<file path="src/rtl/dstt_pkg.sv">
// ----------------------------------------------------------------------------
// dstt_pkg: shared types and constants for the deadline sorted timer table
// command word layout, command classes and parameter defaults
// ----------------------------------------------------------------------------
package dstt_pkg;

  localparam int DEF_NUM_TIMERS = 16;
  localparam int DEF_TICK_BITS  = 32;

  localparam int ID_W        = 4;
  localparam int TIMEOUT_W   = 16;
  localparam int STAMP_W     = 16;
  localparam int ADDRESSABLE = 2 ** ID_W;

  localparam int IN_DATA_W  = 24;
  localparam int OUT_DATA_W = 8;

  // command class decided at the front
  typedef enum logic [1:0] {
    OP_TICK   = 2'd0,
    OP_ARM    = 2'd1,
    OP_CANCEL = 2'd2
  } op_t;

  typedef struct packed {
    op_t                  op;
    logic [ID_W-1:0]      id;
    logic [TIMEOUT_W-1:0] timeout;
  } cmd_t;

endpackage

</file>
<file path="src/rtl/deadline_sorted_timer_table_core.sv">
// ----------------------------------------------------------------------------
// deadline_sorted_timer_table_core: one-shot timer table over a tick count
// reset commands arm or cancel timers, tick commands emit expiries in order
// ----------------------------------------------------------------------------
// Every word that is not dropped passes through a two-word queue before the
// engine sees it. A reset command (tuser high) is then taken while the engine
// is idle. On a tick the engine walks the table of addressable timers
// (min(NUM_TIMERS, 16)) one entry a cycle, once for each expiry it emits and
// once when nothing expires, and each expiry waits on top of that for as long
// as the output register still holds an earlier word that has not been taken.
// The queue lets new commands be taken while the engine works. Expiries come
// out most overdue first, most recently armed first on equal deadlines, with
// tlast on the final one of the tick.
module deadline_sorted_timer_table_core #(
  parameter int NUM_TIMERS = dstt_pkg::DEF_NUM_TIMERS,
  parameter int TICK_BITS  = dstt_pkg::DEF_TICK_BITS
) (
  input  logic                            clk,
  input  logic                            rst,
  input  logic                            s_tvalid,
  output logic                            s_tready,
  input  logic [dstt_pkg::IN_DATA_W-1:0]  s_tdata,   // timer_id[3:0], timeout[19:4]
  input  logic                            s_tuser,   // command
  output logic                            m_tvalid,
  input  logic                            m_tready,
  output logic [dstt_pkg::OUT_DATA_W-1:0] m_tdata,   // expired_timer[3:0]
  output logic                            m_tlast
);

  logic                      cmd_valid;
  logic                      cmd_ready;
  dstt_pkg::cmd_t            cmd;
  logic [dstt_pkg::ID_W-1:0] out_id;

  dstt_front #(
    .NUM_TIMERS (NUM_TIMERS)
  ) u_front (
    .clk       (clk),
    .rst       (rst),
    .s_tvalid  (s_tvalid),
    .s_tready  (s_tready),
    .s_tdata   (s_tdata),
    .s_tuser   (s_tuser),
    .cmd_valid (cmd_valid),
    .cmd_ready (cmd_ready),
    .cmd       (cmd)
  );

  dstt_back #(
    .NUM_TIMERS (NUM_TIMERS),
    .TICK_BITS  (TICK_BITS)
  ) u_back (
    .clk       (clk),
    .rst       (rst),
    .cmd_valid (cmd_valid),
    .cmd_ready (cmd_ready),
    .cmd       (cmd),
    .out_valid (m_tvalid),
    .out_ready (m_tready),
    .out_id    (out_id),
    .out_last  (m_tlast)
  );

  assign m_tdata = dstt_pkg::OUT_DATA_W'(out_id);

endmodule

</file>
<file path="src/rtl/dstt_front.sv">
// ----------------------------------------------------------------------------
// dstt_front: command intake
// accepts input words, classifies them and holds them in a two-entry queue
// ----------------------------------------------------------------------------
module dstt_front #(
  parameter int NUM_TIMERS = dstt_pkg::DEF_NUM_TIMERS
) (
  input  logic                           clk,
  input  logic                           rst,
  input  logic                           s_tvalid,
  output logic                           s_tready,
  input  logic [dstt_pkg::IN_DATA_W-1:0] s_tdata,
  input  logic                           s_tuser,
  output logic                           cmd_valid,
  input  logic                           cmd_ready,
  output dstt_pkg::cmd_t                 cmd
);

  localparam int LIMIT = (NUM_TIMERS < dstt_pkg::ADDRESSABLE) ?
                         NUM_TIMERS : dstt_pkg::ADDRESSABLE;
  localparam int LIM_W = dstt_pkg::ID_W + 1;

  logic [dstt_pkg::ID_W-1:0]      in_id;
  logic [dstt_pkg::TIMEOUT_W-1:0] in_timeout;
  logic                           in_ignore;
  dstt_pkg::cmd_t                 in_cmd;

  dstt_pkg::cmd_t q_mem [2];
  logic           wr_ptr;
  logic           rd_ptr;
  logic [1:0]     count;
  logic           push;
  logic           pop;

  assign in_id      = s_tdata[dstt_pkg::ID_W-1:0];
  assign in_timeout = s_tdata[dstt_pkg::ID_W +: dstt_pkg::TIMEOUT_W];

  // a reset aimed past the table has no effect and is dropped here
  always_comb begin
    in_ignore      = 1'b0;
    in_cmd.id      = in_id;
    in_cmd.timeout = in_timeout;
    if (!s_tuser) begin
      in_cmd.op = dstt_pkg::OP_TICK;
    end else if (in_timeout == '0) begin
      in_cmd.op = dstt_pkg::OP_CANCEL;
    end else begin
      in_cmd.op = dstt_pkg::OP_ARM;
    end
    if (s_tuser && ({1'b0, in_id} >= LIM_W'(LIMIT))) begin
      in_ignore = 1'b1;
    end
  end

  assign s_tready  = (count != 2'd2);
  assign push      = s_tvalid && s_tready && !in_ignore;
  assign cmd_valid = (count != 2'd0);
  assign pop       = cmd_valid && cmd_ready;
  assign cmd       = q_mem[rd_ptr];

  always_ff @(posedge clk) begin
    if (rst) begin
      wr_ptr <= 1'b0;
      rd_ptr <= 1'b0;
      count  <= 2'd0;
    end else begin
      if (push) begin
        wr_ptr <= ~wr_ptr;
      end
      if (pop) begin
        rd_ptr <= ~rd_ptr;
      end
      count <= count + 2'(push) - 2'(pop);
    end
  end

  always_ff @(posedge clk) begin
    if (push) begin
      q_mem[wr_ptr] <= in_cmd;
    end
  end

endmodule

</file>
<file path="src/rtl/dstt_back.sv">
// ----------------------------------------------------------------------------
// dstt_back: timer table engine
// applies arm and cancel commands; on a tick scans the table once per expiry
// (once if none is due) to pick the most overdue timer for the output register
// ----------------------------------------------------------------------------
module dstt_back #(
  parameter int NUM_TIMERS = dstt_pkg::DEF_NUM_TIMERS,
  parameter int TICK_BITS  = dstt_pkg::DEF_TICK_BITS
) (
  input  logic                      clk,
  input  logic                      rst,
  input  logic                      cmd_valid,
  output logic                      cmd_ready,
  input  dstt_pkg::cmd_t            cmd,
  output logic                      out_valid,
  input  logic                      out_ready,
  output logic [dstt_pkg::ID_W-1:0] out_id,
  output logic                      out_last
);

  localparam int LIMIT = (NUM_TIMERS < dstt_pkg::ADDRESSABLE) ?
                         NUM_TIMERS : dstt_pkg::ADDRESSABLE;
  localparam int IDX_W = $clog2(LIMIT);
  localparam int SUM_W = (TICK_BITS > dstt_pkg::TIMEOUT_W) ?
                         TICK_BITS : dstt_pkg::TIMEOUT_W;

  typedef enum logic [2:0] {
    ST_IDLE = 3'b001,
    ST_SCAN = 3'b010,
    ST_EMIT = 3'b100
  } state_t;

  state_t state;

  logic [TICK_BITS-1:0]        now;
  logic [dstt_pkg::STAMP_W-1:0] stamp_cnt;
  logic [LIMIT-1:0]            armed;
  logic [LIMIT-1:0]            due;
  logic [TICK_BITS-1:0]        deadline [LIMIT];
  logic [dstt_pkg::STAMP_W-1:0] set_stamp [LIMIT];

  logic [IDX_W-1:0]            scan_idx;
  logic                        first;
  logic                        found;
  logic [IDX_W-1:0]            best_idx;
  logic [TICK_BITS-1:0]        best_ovd;
  logic [dstt_pkg::STAMP_W-1:0] best_age;

  logic [IDX_W-1:0]            cmd_idx;
  logic [SUM_W-1:0]            arm_sum;
  logic [TICK_BITS-1:0]        ovd;
  logic [dstt_pkg::STAMP_W-1:0] age;
  logic                        reached;
  logic                        cand;
  logic                        better;
  logic [LIMIT-1:0]            rest;
  logic                        out_free;
  logic                        arm_wr;
  logic                        emit;

  assign cmd_ready = (state == ST_IDLE);
  assign cmd_idx   = cmd.id[IDX_W-1:0];
  assign arm_sum   = SUM_W'(now) + SUM_W'(cmd.timeout);
  assign arm_wr    = cmd_valid && cmd_ready && (cmd.op == dstt_pkg::OP_ARM);

  // one entry per cycle: wrapped lateness and recency against the running best
  assign ovd     = now - deadline[scan_idx];
  assign age     = stamp_cnt - set_stamp[scan_idx];
  assign reached = armed[scan_idx] && !ovd[TICK_BITS-1];
  assign cand    = first ? reached : due[scan_idx];
  assign better  = !found || (ovd > best_ovd) ||
                   ((ovd == best_ovd) && (age < best_age));

  // timers still due once the chosen one is gone
  always_comb begin
    rest           = due;
    rest[best_idx] = 1'b0;
  end

  assign out_free = !out_valid || out_ready;
  assign emit     = (state == ST_EMIT) && found && out_free;

  always_ff @(posedge clk) begin
    if (rst) begin
      out_valid <= 1'b0;
    end else if (emit) begin
      out_valid <= 1'b1;
    end else if (out_ready) begin
      out_valid <= 1'b0;
    end
  end

  always_ff @(posedge clk) begin
    if (rst) begin
      state     <= ST_IDLE;
      now       <= '0;
      stamp_cnt <= '0;
      armed     <= '0;
    end else begin
      case (state)
        ST_IDLE: begin
          if (cmd_valid) begin
            case (cmd.op)
              dstt_pkg::OP_ARM: begin
                armed[cmd_idx] <= 1'b1;
                stamp_cnt      <= stamp_cnt + dstt_pkg::STAMP_W'(1);
              end
              dstt_pkg::OP_CANCEL: begin
                armed[cmd_idx] <= 1'b0;
              end
              dstt_pkg::OP_TICK: begin
                now      <= now + TICK_BITS'(1);
                scan_idx <= '0;
                first    <= 1'b1;
                found    <= 1'b0;
                state    <= ST_SCAN;
              end
              default: ;
            endcase
          end
        end
        ST_SCAN: begin
          if (first) begin
            due[scan_idx] <= reached;
          end
          // ties with an earlier index keep the earlier one
          if (cand && better) begin
            found    <= 1'b1;
            best_idx <= scan_idx;
            best_ovd <= ovd;
            best_age <= age;
          end
          if (scan_idx == IDX_W'(LIMIT - 1)) begin
            state <= ST_EMIT;
          end else begin
            scan_idx <= scan_idx + IDX_W'(1);
          end
        end
        ST_EMIT: begin
          if (!found) begin
            state <= ST_IDLE;
          end else if (out_free) begin
            out_id          <= dstt_pkg::ID_W'(best_idx);
            out_last        <= (rest == '0);
            due[best_idx]   <= 1'b0;
            armed[best_idx] <= 1'b0;
            if (rest == '0) begin
              state <= ST_IDLE;
            end else begin
              scan_idx <= '0;
              first    <= 1'b0;
              found    <= 1'b0;
              state    <= ST_SCAN;
            end
          end
        end
        default: state <= ST_IDLE;
      endcase
    end
  end

  always_ff @(posedge clk) begin
    if (arm_wr) begin
      deadline[cmd_idx]  <= arm_sum[TICK_BITS-1:0];
      set_stamp[cmd_idx] <= stamp_cnt;
    end
  end

endmodule

</file>
<file path="config.mk">
export PLATFORM = sky130hd
export DESIGN_NAME = deadline_sorted_timer_table_core
export DESIGN_NICKNAME = d
export VERILOG_FILES = /design/src/rtl/dstt_pkg.sv /design/src/rtl/deadline_sorted_timer_table_core.sv /design/src/rtl/dstt_front.sv /design/src/rtl/dstt_back.sv
export SDC_FILE = /design/constraint.sdc
export NUM_CORES = 1
export LEC_CHECK = 0
export BUFFER_PORTS_ARGS = -buffer_cell sky130_fd_sc_hd__buf_2
export CELL_PAD_IN_SITES_DETAIL_PLACEMENT = 0
export CELL_PAD_IN_SITES_GLOBAL_PLACEMENT = 1
export CORE_MARGIN = 3
export CORE_UTILIZATION = 55
export DETAILED_ROUTE_END_ITERATION = 10
export GPL_ROUTABILITY_DRIVEN = 0
export PLACE_DENSITY = 0.78
export SYNTH_ARGS = -nofsm -noshare
export SYNTH_HDL_FRONTEND = slang
export SYNTH_SLANG_ARGS = --single-unit
</file>
<file path="constraint.sdc">
create_clock -name clk -period 11.2 [get_ports clk]
set_input_delay 0 -clock clk [delete_from_list [all_inputs] [get_ports clk]]
set_output_delay 0 -clock clk [all_outputs]
set_load 0.01 [all_outputs]
</file>
# == Word level (Yosys, flattened, before mapping) ==
# Memories as Yosys holds them, arrays and structs flattened. A register that Yosys moved wholly into a read port is not among the register bits.
# Index checks and enable logic that the tools add are counted.
# Widths: inputs -> output; s select.
# totals
elab_cells,159
mem_bits_ro,0
in_bits,29
mem_bits_rw,812
output_inout_bits,11
n_memories,3
register_bits,151
latch_bits,0
# mem_list
name,words,width,rd,rd_clocked_by_memory_dff,write_ports,line,text
u_back.deadline,16,32,1,1,1,dstt_back.sv:39,logic [TICK_BITS-1:0] deadline [LIMIT];
u_back.set_stamp,16,16,1,1,1,dstt_back.sv:40,logic [dstt_pkg::STAMP_W-1:0] set_stamp [LIMIT];
u_front.q_mem,2,22,1,1,1,dstt_front.sv:28,dstt_pkg::cmd_t q_mem [2];
# classes
bitwise,9
eq_ne,19
order_cmp,8
div_mod_pow,0
shift,0
mul,0
n_addsub,8
reduce_logical,35
mux,60
# ops
operator,count
$mux 16,6
$pmux 16 s2,3
$and 16x16->16,3
$add 32x1->32 const B,1
$add 32x16->32,1
$eq 32x32->1,1
$gt 32x32->1,1
$logic_not 16->1,2
$mux 4,8
$not 16->16,2
$sub 32x32->32,1
$mux 1,25
$add 16x1->16 const B,1
$bwmux 16,1
$lt 16x16->1,1
$or 16x16->16,1
$sub 16x16->16,1
$lt 4x5->1 const B,3
$mux 3,5
$reduce_and 5->1,3
$demux 1 s4,3
$ge 4x1->1 const B,3
$ne 2x1->1 const B,6
$pmux 4 s3,1
27 further kinds,56

# == Depth between registers and ports, before layout ==
# Gate-level depths: netlist of the first run.
# logic_depth
depth_word,12
mapped_depth,25
mapped_depth_nobuf,22

# == Modules after synthesis ==
# From an unflattened synthesis of the first run, not the netlist that was laid out.
# unflattened
hier_cells,2529
area_unflattened_um2,42151.7
# modules_own_cells
mod,n_inst,seq_area_each_um2,area_each_um2,cells_per_inst
dstt_back,1,26875.8,40227.3,2419
dstt_front,1,1421.4,1890.6,105
deadline_sorted_timer_table_core,1,0.0,33.8,5

# == Worst setup path after synthesis of the first run ==
# Ideal clock, no wire load.
# synth_path
path_type,register -> register
startpoint,register (tool-made name)
endpoint,register u_back.best_age[0] in the netlist's numbering (enable)
arrival_time_ns,8.263
n_path_buf,3
path_slack_ns,2.458
path_stages_with_launch,24
t_required_ns,10.721
path_cell_list,dfxtp_1 > buf_2 > buf_2 > buf_2 > mux4_2 > mux4_2 > ha_1 > inv_1 > fa_1 > a211oi_1 > o21bai_1 > a211oi_2 > or4_1 > a21bo_2 > a21oi_2 > nor4bb_1 > a211o_1 > ha_1 > nand4_1 > nor4_1 > o31a_1 > o31ai_1 > or3_1 > a21oi_1
# synth_lines
item,line,text
to (signal assigned),dstt_back.sv:131,best_age <= age;
to (decl),dstt_back.sv:47,logic [dstt_pkg::STAMP_W-1:0] best_age;

==> impl_metrics.toml, run 1 <==
[status]
status = "finished clean"

[logic_synthesis]
syn-cell-area_sq_um = 42220
synth_top_area_cell = "edfxtp_1"
yosys.area.top_type_share_pct = 63.37
synth-seq-cells = 968
yosysWarnings = 0
avgSynthCellArea_sq_um = 16.79
synth_ff_type = "edfxtp_1"
yosysSeqAreaShare_pct = 67.02
netlist_top_cells_area = "edfxtp_1 63%, mux4_2 13%, dfxtp_1 3.7%"
synth.distinct_cells = 83
syn_inst = 2515
synth_edf_count = 891
async_flop_share_pct = 0

[sta]
tightest_slew_ns = 1.319
finalCritPeriodShare_pct = 76.67
fin_tns_setup_ns = 0
worst_hold_slack_ns = 0.06376
finalSetupViolations = 0
hold_viol_final = 0
relSlewSlack_pct = 11.44
final.setup_skew_ns = 0.02391
period_minus_slack_ns = 8.587
fmax_mhz = 116.4
rsz0062_at_grt = "false"
drv_slew = 0

[clock_network]
clock_latency_ns = 0.66
cts_resized = 0
cts_num_sinks = 968
root_buffer = "clkbuf_16"
clk_pin_slew_ns = 0.06
cts_buffers = 98
htreeDepth = 3
clockBufferDepth = 3
cts_tree = "done"

[die]
ios = 40
dieWidth_um = 283.1
initial_core_util_pct = 56.15
rows = 100
die_height_um = 283.1
die_area_sq_um = 80130
core_sq_um = 75200

[grt]
track_usage_pct = 23.82
globalRouteOverflowTotal = 0
first_global_vias = 23200
grt_first_pass_wirelength_um = 144600
grt_max_degree = 77
antenna_found_initial = 0

[pwr]
p_per_area_nw_per_um2 = 230.6
vdd_ir_drop_max_v = 0.0001706
leakage_nw = 16.08

[final_layout]
nNetsFinal = 2748
insertedDiodeCount = 0
syn_to_final_growth_pct = 12.10
drive_above_1_share_pct = 20.10
utilization_pct = 62.95

[setup_path]
critPathLaunchType = "flop"
end_kind = "flop"
path_max_fanout = 40
r2r_end = "u_back.best_age[13]"
worstPathArrival_ns = 8.93
reg2reg_depth = 21
regToRegSetupSlack_ns = 2.61
critPathKind = "flop to flop"
cp.required_ns = 11.55

[min_path]
holdCritStartpoint = "rst"
holdCritPathClass = "primary input to flop"
min_path_cells = 3

[route]
dr_total_vias = 22990
wirelength_um = 94840
antenna_left = 0
viasPerCell = 6.213
wire_per_inst_um = 25.63
drtIter0Drc = 2457
firstDrtPassIters = 5
route.detailed.drc = 0

[place]
portBuffers = 31
hpwl_um = 52400

[run]
max-cap-violations = 0
==> registers in the layout, summed over array words and instances, names as in the netlist, 2 cells and up, named ones only <==
signal,count
u_back.best_age,16
u_back.best_idx,4
u_back.best_ovd,32
u_back.deadline,512
u_back.due,16
u_back.now,32
u_back.out_id,4
u_back.scan_idx,4
u_back.set_stamp,256
u_back.stamp_cnt,16
u_back.state,3
u_front.count,2
u_front.q_mem,44
==> timing repair <==
action,in CTS,in global routing
endpoints found under the hold margin,55,0
hold buffers,23,0
buffers inserted,0,0
==> metal layers <==
layer	global-route usage [%]	wire [um]	part of all wire [%]
met1	34.75	40390	43
met2	37.64	44870	47
met3	3.441	6877	7.3
met4	7.730	2701	2.8
met5	0	0	0
==> Yosys cell counts (7+ instances only) <==
| cell type | instances |
|---|---|
| nor3_1 | 19 |
| o22ai_1 | 22 |
| nor2_1 | 141 |
| nor2b_1 | 24 |
| o21ai_0 | 47 |
| ha_1 | 120 |
| mux2_2 | 15 |
| edfxtp_1 | 891 |
| mux2i_1 | 8 |
| nand3_1 | 47 |
| nand2b_1 | 21 |
| clkbuf_1 | 69 |
| nand2_1 | 92 |
| buf_2 | 26 |
| buf_1 | 11 |
| nand4_1 | 48 |
| a21o_1 | 29 |
| mux4_2 | 248 |
| a211oi_1 | 25 |
| xor2_1 | 58 |
| inv_1 | 131 |
| o21bai_1 | 8 |
| a31oi_1 | 22 |
| nor4_1 | 8 |
| a21oi_1 | 88 |
| xnor2_1 | 62 |
| dfxtp_1 | 77 |
| o31ai_1 | 7 |
| and3_1 | 22 |
| o21ai_2 | 10 |
| or3_1 | 8 |
| o21a_1 | 10 |
==> cell families after synthesis <==
| family | share of synthesized area [%] |
|---|---|
| buffers and inverters | 2.282 |
| and+or+nand+nor | 5.390 |
| other | 0.008881 |
| adders and majority gates | 3.698 |
| AOI/OAI and AO/OA | 5.260 |
| xor gates and xnor gates | 2.528 |
| muxes | 13.82 |
| DFF | 67.02 |
==> report_power, final <==
group,switching (W),internal [W],total (W),leakage [nW]
clock,0.00137,0.00207,0.00343,1.68
combinational,0.00165,0.00142,0.00307,5.64
sequential,0.000216,0.00420,0.00442,8.77
==> placed cells by master, fill, tap and decap left out, types with 17 or more instances in the layout <==
cell type,instances
xnor2_1,58
clkbuf_16,100
o21ai_0,47
a31oi_1,22
nand2_1,92
edfxtp_1,891
o22ai_1,22
a211oi_1,25
and3_1,22
mux4_2,248
nand2b_1,21
nand3_1,47
nor2_1,124
buf_2,31
a21oi_1,87
a21o_1,29
dlygate4sd3_1,23
ha_1,120
nor3_1,19
nand4_1,48
clkinv_2,22
xor2_1,58
buf_4,32
dfxtp_1,73
bufinv_16,17
clkbuf_1,18
nor2b_1,24
inv_1,131
==> per-stage QoR <==
stage	instances	instance area, sq um	power (W)	setup WS, ns
finish	3701	47330	0.01091	2.613
floorplan	2518	42240	0.006736	2.458
global route	3701	47330	0.01144	1.939
CTS	3700	47300	0.01099	2.454
global placement	3492	43640	0.007480	2.568
detailed placement	3492	43640	0.007547	2.459
==> worst max-delay path, stage by stage (launching register included) <==
cell and delay, ns:
dfxtp_4 0.93, buf_4 0.63, mux4_2 0.57, mux4_2 0.49, inv_1 0.12, ha_1 0.30, nand4_1 0.19, nor2_1 0.09
and3_1 0.21, a221oi_1 0.26, o21ai_0 0.23, a41oi_4 0.31, xor2_2 0.90, ha_1 0.26, nand4_1 0.13, nor4_1 0.53
nand4_1 0.40, or4_1 0.51, o22ai_1 0.45, or3_1 0.24, a21oi_4 0.13, buf_4 0.36
==> worst max path at each step <==
stage | startpoint | endpoint | slack [ns] | cells past startpoint
after floorplan | flop | u_back.best_age[0] | 2.46 | 23
after detailed placement | flop | u_back.best_age[15] | 2.46 | 21
after CTS | flop | u_back.best_age[13] | 2.45 | 21
final | flop | u_back.best_age[13] | 2.61 | 21
after global routing | flop | u_back.best_age[0] | 1.94 | 21
after global placement | flop | u_back.best_age[15] | 2.57 | 21
==> cell type report <==
cell class | instances | area, sq um
inverters | 131 | 491.7
flip-flops and latches | 968 | 28310
fillers | 5232 | 27860
clock buffers | 123 | 2639
clock inverters | 62 | 789.5
multi-input cells | 1308 | 13140
well taps | 1020 | 1276
repair buffers | 89 | 685.7
Note: power is estimated with default switching activity, not from simulation.
==> inputs of run 2 (changes only) <==
CORE_UTILIZATION = 50   (was 55)
PLACE_DENSITY = 0.74   (was 0.78)
clock period = 7.72 ns   (was 11.2 ns; I/O delays follow)
==> run 2 against run 1 <==
First-iteration DRC count fell by 6.7%. Routed wire length is 1.1% higher. Critical endpoint is now u_back.best_ovd[19]. Total power rose by 44%. Hold slack got worse by 0.018 ns.
==> impl_metrics.toml, run 2 (same netlist as run 1, synthesis figures left out) <==
[status]
status = "finished clean"

[die]
initial_core_util_pct = 50.94
core_sq_um = 82900
rows = 105
dieWidth_um = 296.6
die_area_sq_um = 87970
die_height_um = 296.6
ios = 40

[sta]
finalSetupViolations = 0
finalCritPeriodShare_pct = 92.43
fmax_mhz = 140.1
hold_viol_final = 0
drv_slew = 0
period_minus_slack_ns = 7.135
relSlewSlack_pct = 6.690
fin_tns_setup_ns = 0
final.setup_skew_ns = 0.03192
tightest_slew_ns = 1.395
rsz0062_at_grt = "false"
worst_hold_slack_ns = 0.04583

[final_layout]
final_area_sq_um = 47450
largest_reg_flops = 512
syn_to_final_growth_pct = 12.37
final_common_cell = "edfxtp_1"
nNetsFinal = 2765
layout_common_cells = "891 x edfxtp_1, 248 x mux4_2, 131 x inv_1, 124 x nor2_1, 120 x ha_1"
top_regs = "u_back.deadline x512, u_back.set_stamp x256, u_front.q_mem x44"
drive_above_1_share_pct = 20.18
top_register = "u_back.deadline"
insertedDiodeCount = 0

[setup_path]
end_kind = "flop"
regToRegSetupSlack_ns = 0.58
critPathKind = "flop to flop"
critPathLaunchType = "flop"
worstPathArrival_ns = 7.52
cp.required_ns = 8.11
path_max_fanout = 25

[place]
post_dp_cell_area_sq_um = 43970
hpwl_um = 55450
portBuffers = 31

[route]
viasPerCell = 6.019
wirelength_um = 95840
wire_per_inst_um = 25.10
antenna_left = 0
firstDrtPassIters = 6
drtIter0Drc = 2292
dr_total_vias = 22990
route.detailed.drc = 0

[clock_network]
clk_pin_slew_ns = 0.06
cts_num_sinks = 968
cts_tree = "done"
root_buffer = "clkbuf_16"
clock_latency_ns = 0.66
clockBufferDepth = 3
cts_buffers = 97
htreeDepth = 3
cts_resized = 0
postCtsSetupRepairBufs = 0

[min_path]
holdCritPathClass = "primary input to flop"

[grt]
first_global_vias = 23610
grt_max_degree = 77
globalRouteOverflowTotal = 0
antenna_found_initial = 0
grt_first_pass_wirelength_um = 146500
track_usage_pct = 22.33

[run]
max-cap-violations = 0

[pwr]
vdd_ir_drop_max_v = 0.0002169
p_per_area_nw_per_um2 = 330.8
fin_total_pwr_w = 0.01570
leakage_nw = 16.05
-- run 2: critical path, cell delays in order, from the launching register on --
cell and delay, ns:
dfxtp_4 0.65, buf_4 0.34, mux4_2 0.52, mux4_2 0.48
inv_1 0.17, ha_1 0.24, and3_1 0.20, and3_1 0.17
a211oi_2 0.06, buf_4 0.17, or4_1 0.59, a21bo_2 0.26
a21oi_2 0.20, nor4bb_1 0.09, a211o_1 0.27, ha_1 0.31
nand4_1 0.12, nor4_1 0.46, nand4_1 0.32, or4_1 0.48
o22ai_1 0.15, buf_4 0.16, or3_1 0.16, a21oi_4 0.06
buf_12 0.18
-- run 2: path summary, 6_finish.rpt --
kind / depth (start not counted) / from / to
max: 24 / flop / u_back.best_ovd[19]
min: 3 / rst / u_front.wr_ptr
max reg2reg: 24 / flop / u_back.best_ovd[19]
min reg2reg: 2 / u_front.rd_ptr / flop
-- run 2: timing repair --
item / 4_1_cts / 5_1_grt
hold buffers: 23 / 0
endpoints found under the hold margin: 56 / 0
setup endpoints to repair: 0 / 0
-- run 2: power breakdown --
part | internal [W] | switching, W
clock network | 0.00271 | 0.00200
registers | 0.00609 | 0.000215
logic | 0.00210 | 0.00257
-- run 2: area by class of cell --
| cell class | count | area [sq um] |
|---|---|---|
| Fill cell | 6288 | 35450 |
| Sequential cell | 968 | 28310 |
| Multi-Input combinational cell | 1308 | 13120 |
| Clock buffer | 123 | 2608 |
| Tap cell | 1123 | 1405 |
| Timing Repair Buffer | 107 | 883.3 |
| Clock inverter | 59 | 625.6 |
| Inverter | 131 | 491.7 |
-- run 2: layer usage --
metal | vias to the layer above | GRT usage, % | wire length (um)
met2 | 708 | 36.09 | 46610
met1 | 11980 | 32.22 | 41280
met5 | - | 0 | 0
met4 | 0 | 5.483 | 1874
li1 | 10170 | - | -
met3 | 129 | 3.576 | 6076
-- run 2: metrics by stage --
step           cells  worst slack [ns]  util, %
5_1_grt         3819            0.1054    57.24
3_3_place_gp    3614            0.5151    53.04
3_5_place_dp    3614            0.5395    53.04
6_report        3819            0.5847    57.24
2_1_floorplan   2518            0.1429        -
4_1_cts         3819            0.4827    57.22
==> inputs of run 3 (changes only) <==
HOLD_SLACK_MARGIN = 0.12   (was default)
==> run 3 against run 2 <==
Critical path depth did not move. Register-to-register slack barely moved. Sequential cell count unchanged. Highest routed layer unchanged. Critical path type unchanged.
==> impl_metrics.toml, run 3 (same netlist as run 1, synthesis figures left out) <==
[status]
status = "finished clean"

[setup_path]
critPathTopFamily = "simple AND/OR/NAND/NOR gates"
slowest_delay_ns = 0.65
critPathLaunchType = "flop"
worstPathArrival_ns = 7.53
crit_top_cell = "buf_4"
crit_slowest_cell = "dfxtp_4"
critPathKind = "flop to flop"
crit_buf_inv = 5
end_kind = "flop"
path_max_fanout = 25
cp.required_ns = 8.11
cp_cell_sequence = "buf_4, mux4_2, mux4_2, inv_1, ha_1, and3_1, and3_1, a211oi_2, buf_4, or4_1, a21bo_2, a21oi_2, nor4bb_1, a211o_1, ha_1, nand4_1, nor4_1, nand4_1, or4_1, o22ai_1, buf_4, or3_1, a21oi_4, buf_12"

[die]
ios = 40
die_height_um = 296.6
initial_core_util_pct = 50.94
die_area_sq_um = 87970
rows = 105
dieWidth_um = 296.6
core_sq_um = 82900

[final_layout]
syn_to_final_growth_pct = 12.92
drive_above_1_share_pct = 20.01
fin_cells = 3842
nNetsFinal = 2788
layout_common_cells = "891 x edfxtp_1, 248 x mux4_2, 131 x inv_1, 124 x nor2_1, 120 x ha_1"
fillCellCount = 6266
insertedDiodeCount = 0
top_register = "u_back.deadline"
largest_reg_flops = 512
top_regs = "u_back.deadline x512, u_back.set_stamp x256, u_front.q_mem x44"
final_common_cell = "edfxtp_1"

[pwr]
p_comb_share_pct = 29.8
swShare_pct = 30.50
seq_power_share_pct = 40.2
p_per_area_nw_per_um2 = 329.5
leakage_nw = 16.15
vdd_ir_drop_max_v = 0.0002168
power_switching_w = 0.004791
p_int_w = 0.01092
clockPowerShare_pct = 30.0

[clock_network]
root_buffer = "clkbuf_16"
postCtsSetupRepairBufs = 0
clock_latency_ns = 0.66
cts_buffers = 97
cts_tree = "done"
cts_num_sinks = 968
htreeDepth = 3
clockBufferDepth = 3
clk_pin_slew_ns = 0.06

[grt]
grt_max_degree = 77
track_usage_pct = 22.43
antenna_found_initial = 0
first_global_vias = 23740
grt_first_pass_wirelength_um = 147100
globalRouteOverflowTotal = 0

[place]
hpwl_um = 55450
placed_cells = 3614
portBuffers = 31

[sta]
finalCritPeriodShare_pct = 92.47
period_minus_slack_ns = 7.139
finalSetupViolations = 0
relSlewSlack_pct = 10.61
hold_viol_final = 0
drv_slew = 0
fin_tns_setup_ns = 0
final.setup_skew_ns = 0.03462
tightest_slew_ns = 1.331
fmax_mhz = 140.1
rsz0062_at_grt = "false"

[route]
drtIter0Drc = 2297
wire_per_inst_um = 25.05
wirelength_um = 96250
viasPerCell = 5.999
route.detailed.drc = 0
dr_total_vias = 23050
firstDrtPassIters = 5
antenna_left = 0

[min_path]
holdCritStartpoint = "s_tuser"
holdCritPathClass = "primary input to flop"

[run]
max-cap-violations = 0
[run 3: cell types whose count changed in the layout (fill, tap and decap cells not counted), sizes merged]
| cell | delta |
|---|---|
| dlygate4sd3 | +23 |
[run 3: repair_timing]
item | CTS | global route
hold endpoints to repair | 127 | 0
hold buffers | 46 | 0
gates resized for setup | 0 | 0
[run 3: layout make-up]
| cell class | instances | area (sq um) | area share [%] |
|---|---|---|---|
| sequential | 968 | 28310 | 59.38 |
| multi-input combinational | 1308 | 13120 | 27.53 |
| clock inverter | 59 | 625.6 | 1.312 |
| inverter | 131 | 491.7 | 1.031 |
| clock buffer | 123 | 2608 | 5.469 |
| timing repair buffer | 130 | 1114 | 2.336 |
| tap | 1123 | 1405 | 2.947 |
[run 3: stage by stage]
stage                     utilization (%)  setup WS, ns  instance area [sq um]  total power (W)  hold WS (ns)
final                               57.52        0.5811                  47680          0.01571        0.2270
after detailed placement            53.04        0.5395                  43970          0.01110        0.1915
after CTS                           57.50        0.4827                  47660          0.01584        0.1876
after global routing                57.52        0.1054                  47680          0.01648        0.2213
after floorplan                         -        0.1429                  42240         0.009773       0.09887
after global placement              53.04        0.5151                  43970          0.01099        0.1902
[run 3: metal layers]
layer	vias to the layer above	global-route usage [%]	part of all wire, %
met1	11980	32.27	43
met4	0	5.568	2.0
met5	-	0	0
met3	133	3.591	6.2
li1	10230	-	-
met2	706	36.33	49
[run 3: path summary, 6_finish.rpt]
kind | end | slack, ns | cells after the start
setup / recovery | u_back.best_ovd[19] | 0.58 | 24
hold reg to reg | flop | 0.52 | 2
hold / removal | u_front.q_mem[0][20] | 0.23 | 3
setup reg to reg | u_back.best_ovd[19] | 0.58 | 24
[run 3: worst register-to-register path: cells and delay by family (launching register included)]
family | cells | cell delay, ns
buf+inv | 5 | 1.04
simple gates | 9 | 2.60
mux | 2 | 1.01
fa+ha+maj | 2 | 0.56
flops | 1 | 0.65
compound gates | 6 | 1.01
[run 3: power groups by stage]
stage	combinational [W]	sequential, W	clock [W]
floorplan	0.00353	0.00625	0
global placement	0.00458	0.00642	0
detailed placement	0.00467	0.00643	0
CTS	0.00472	0.00632	0.00480
global route	0.00514	0.00634	0.00501
finish	0.00469	0.00631	0.00471
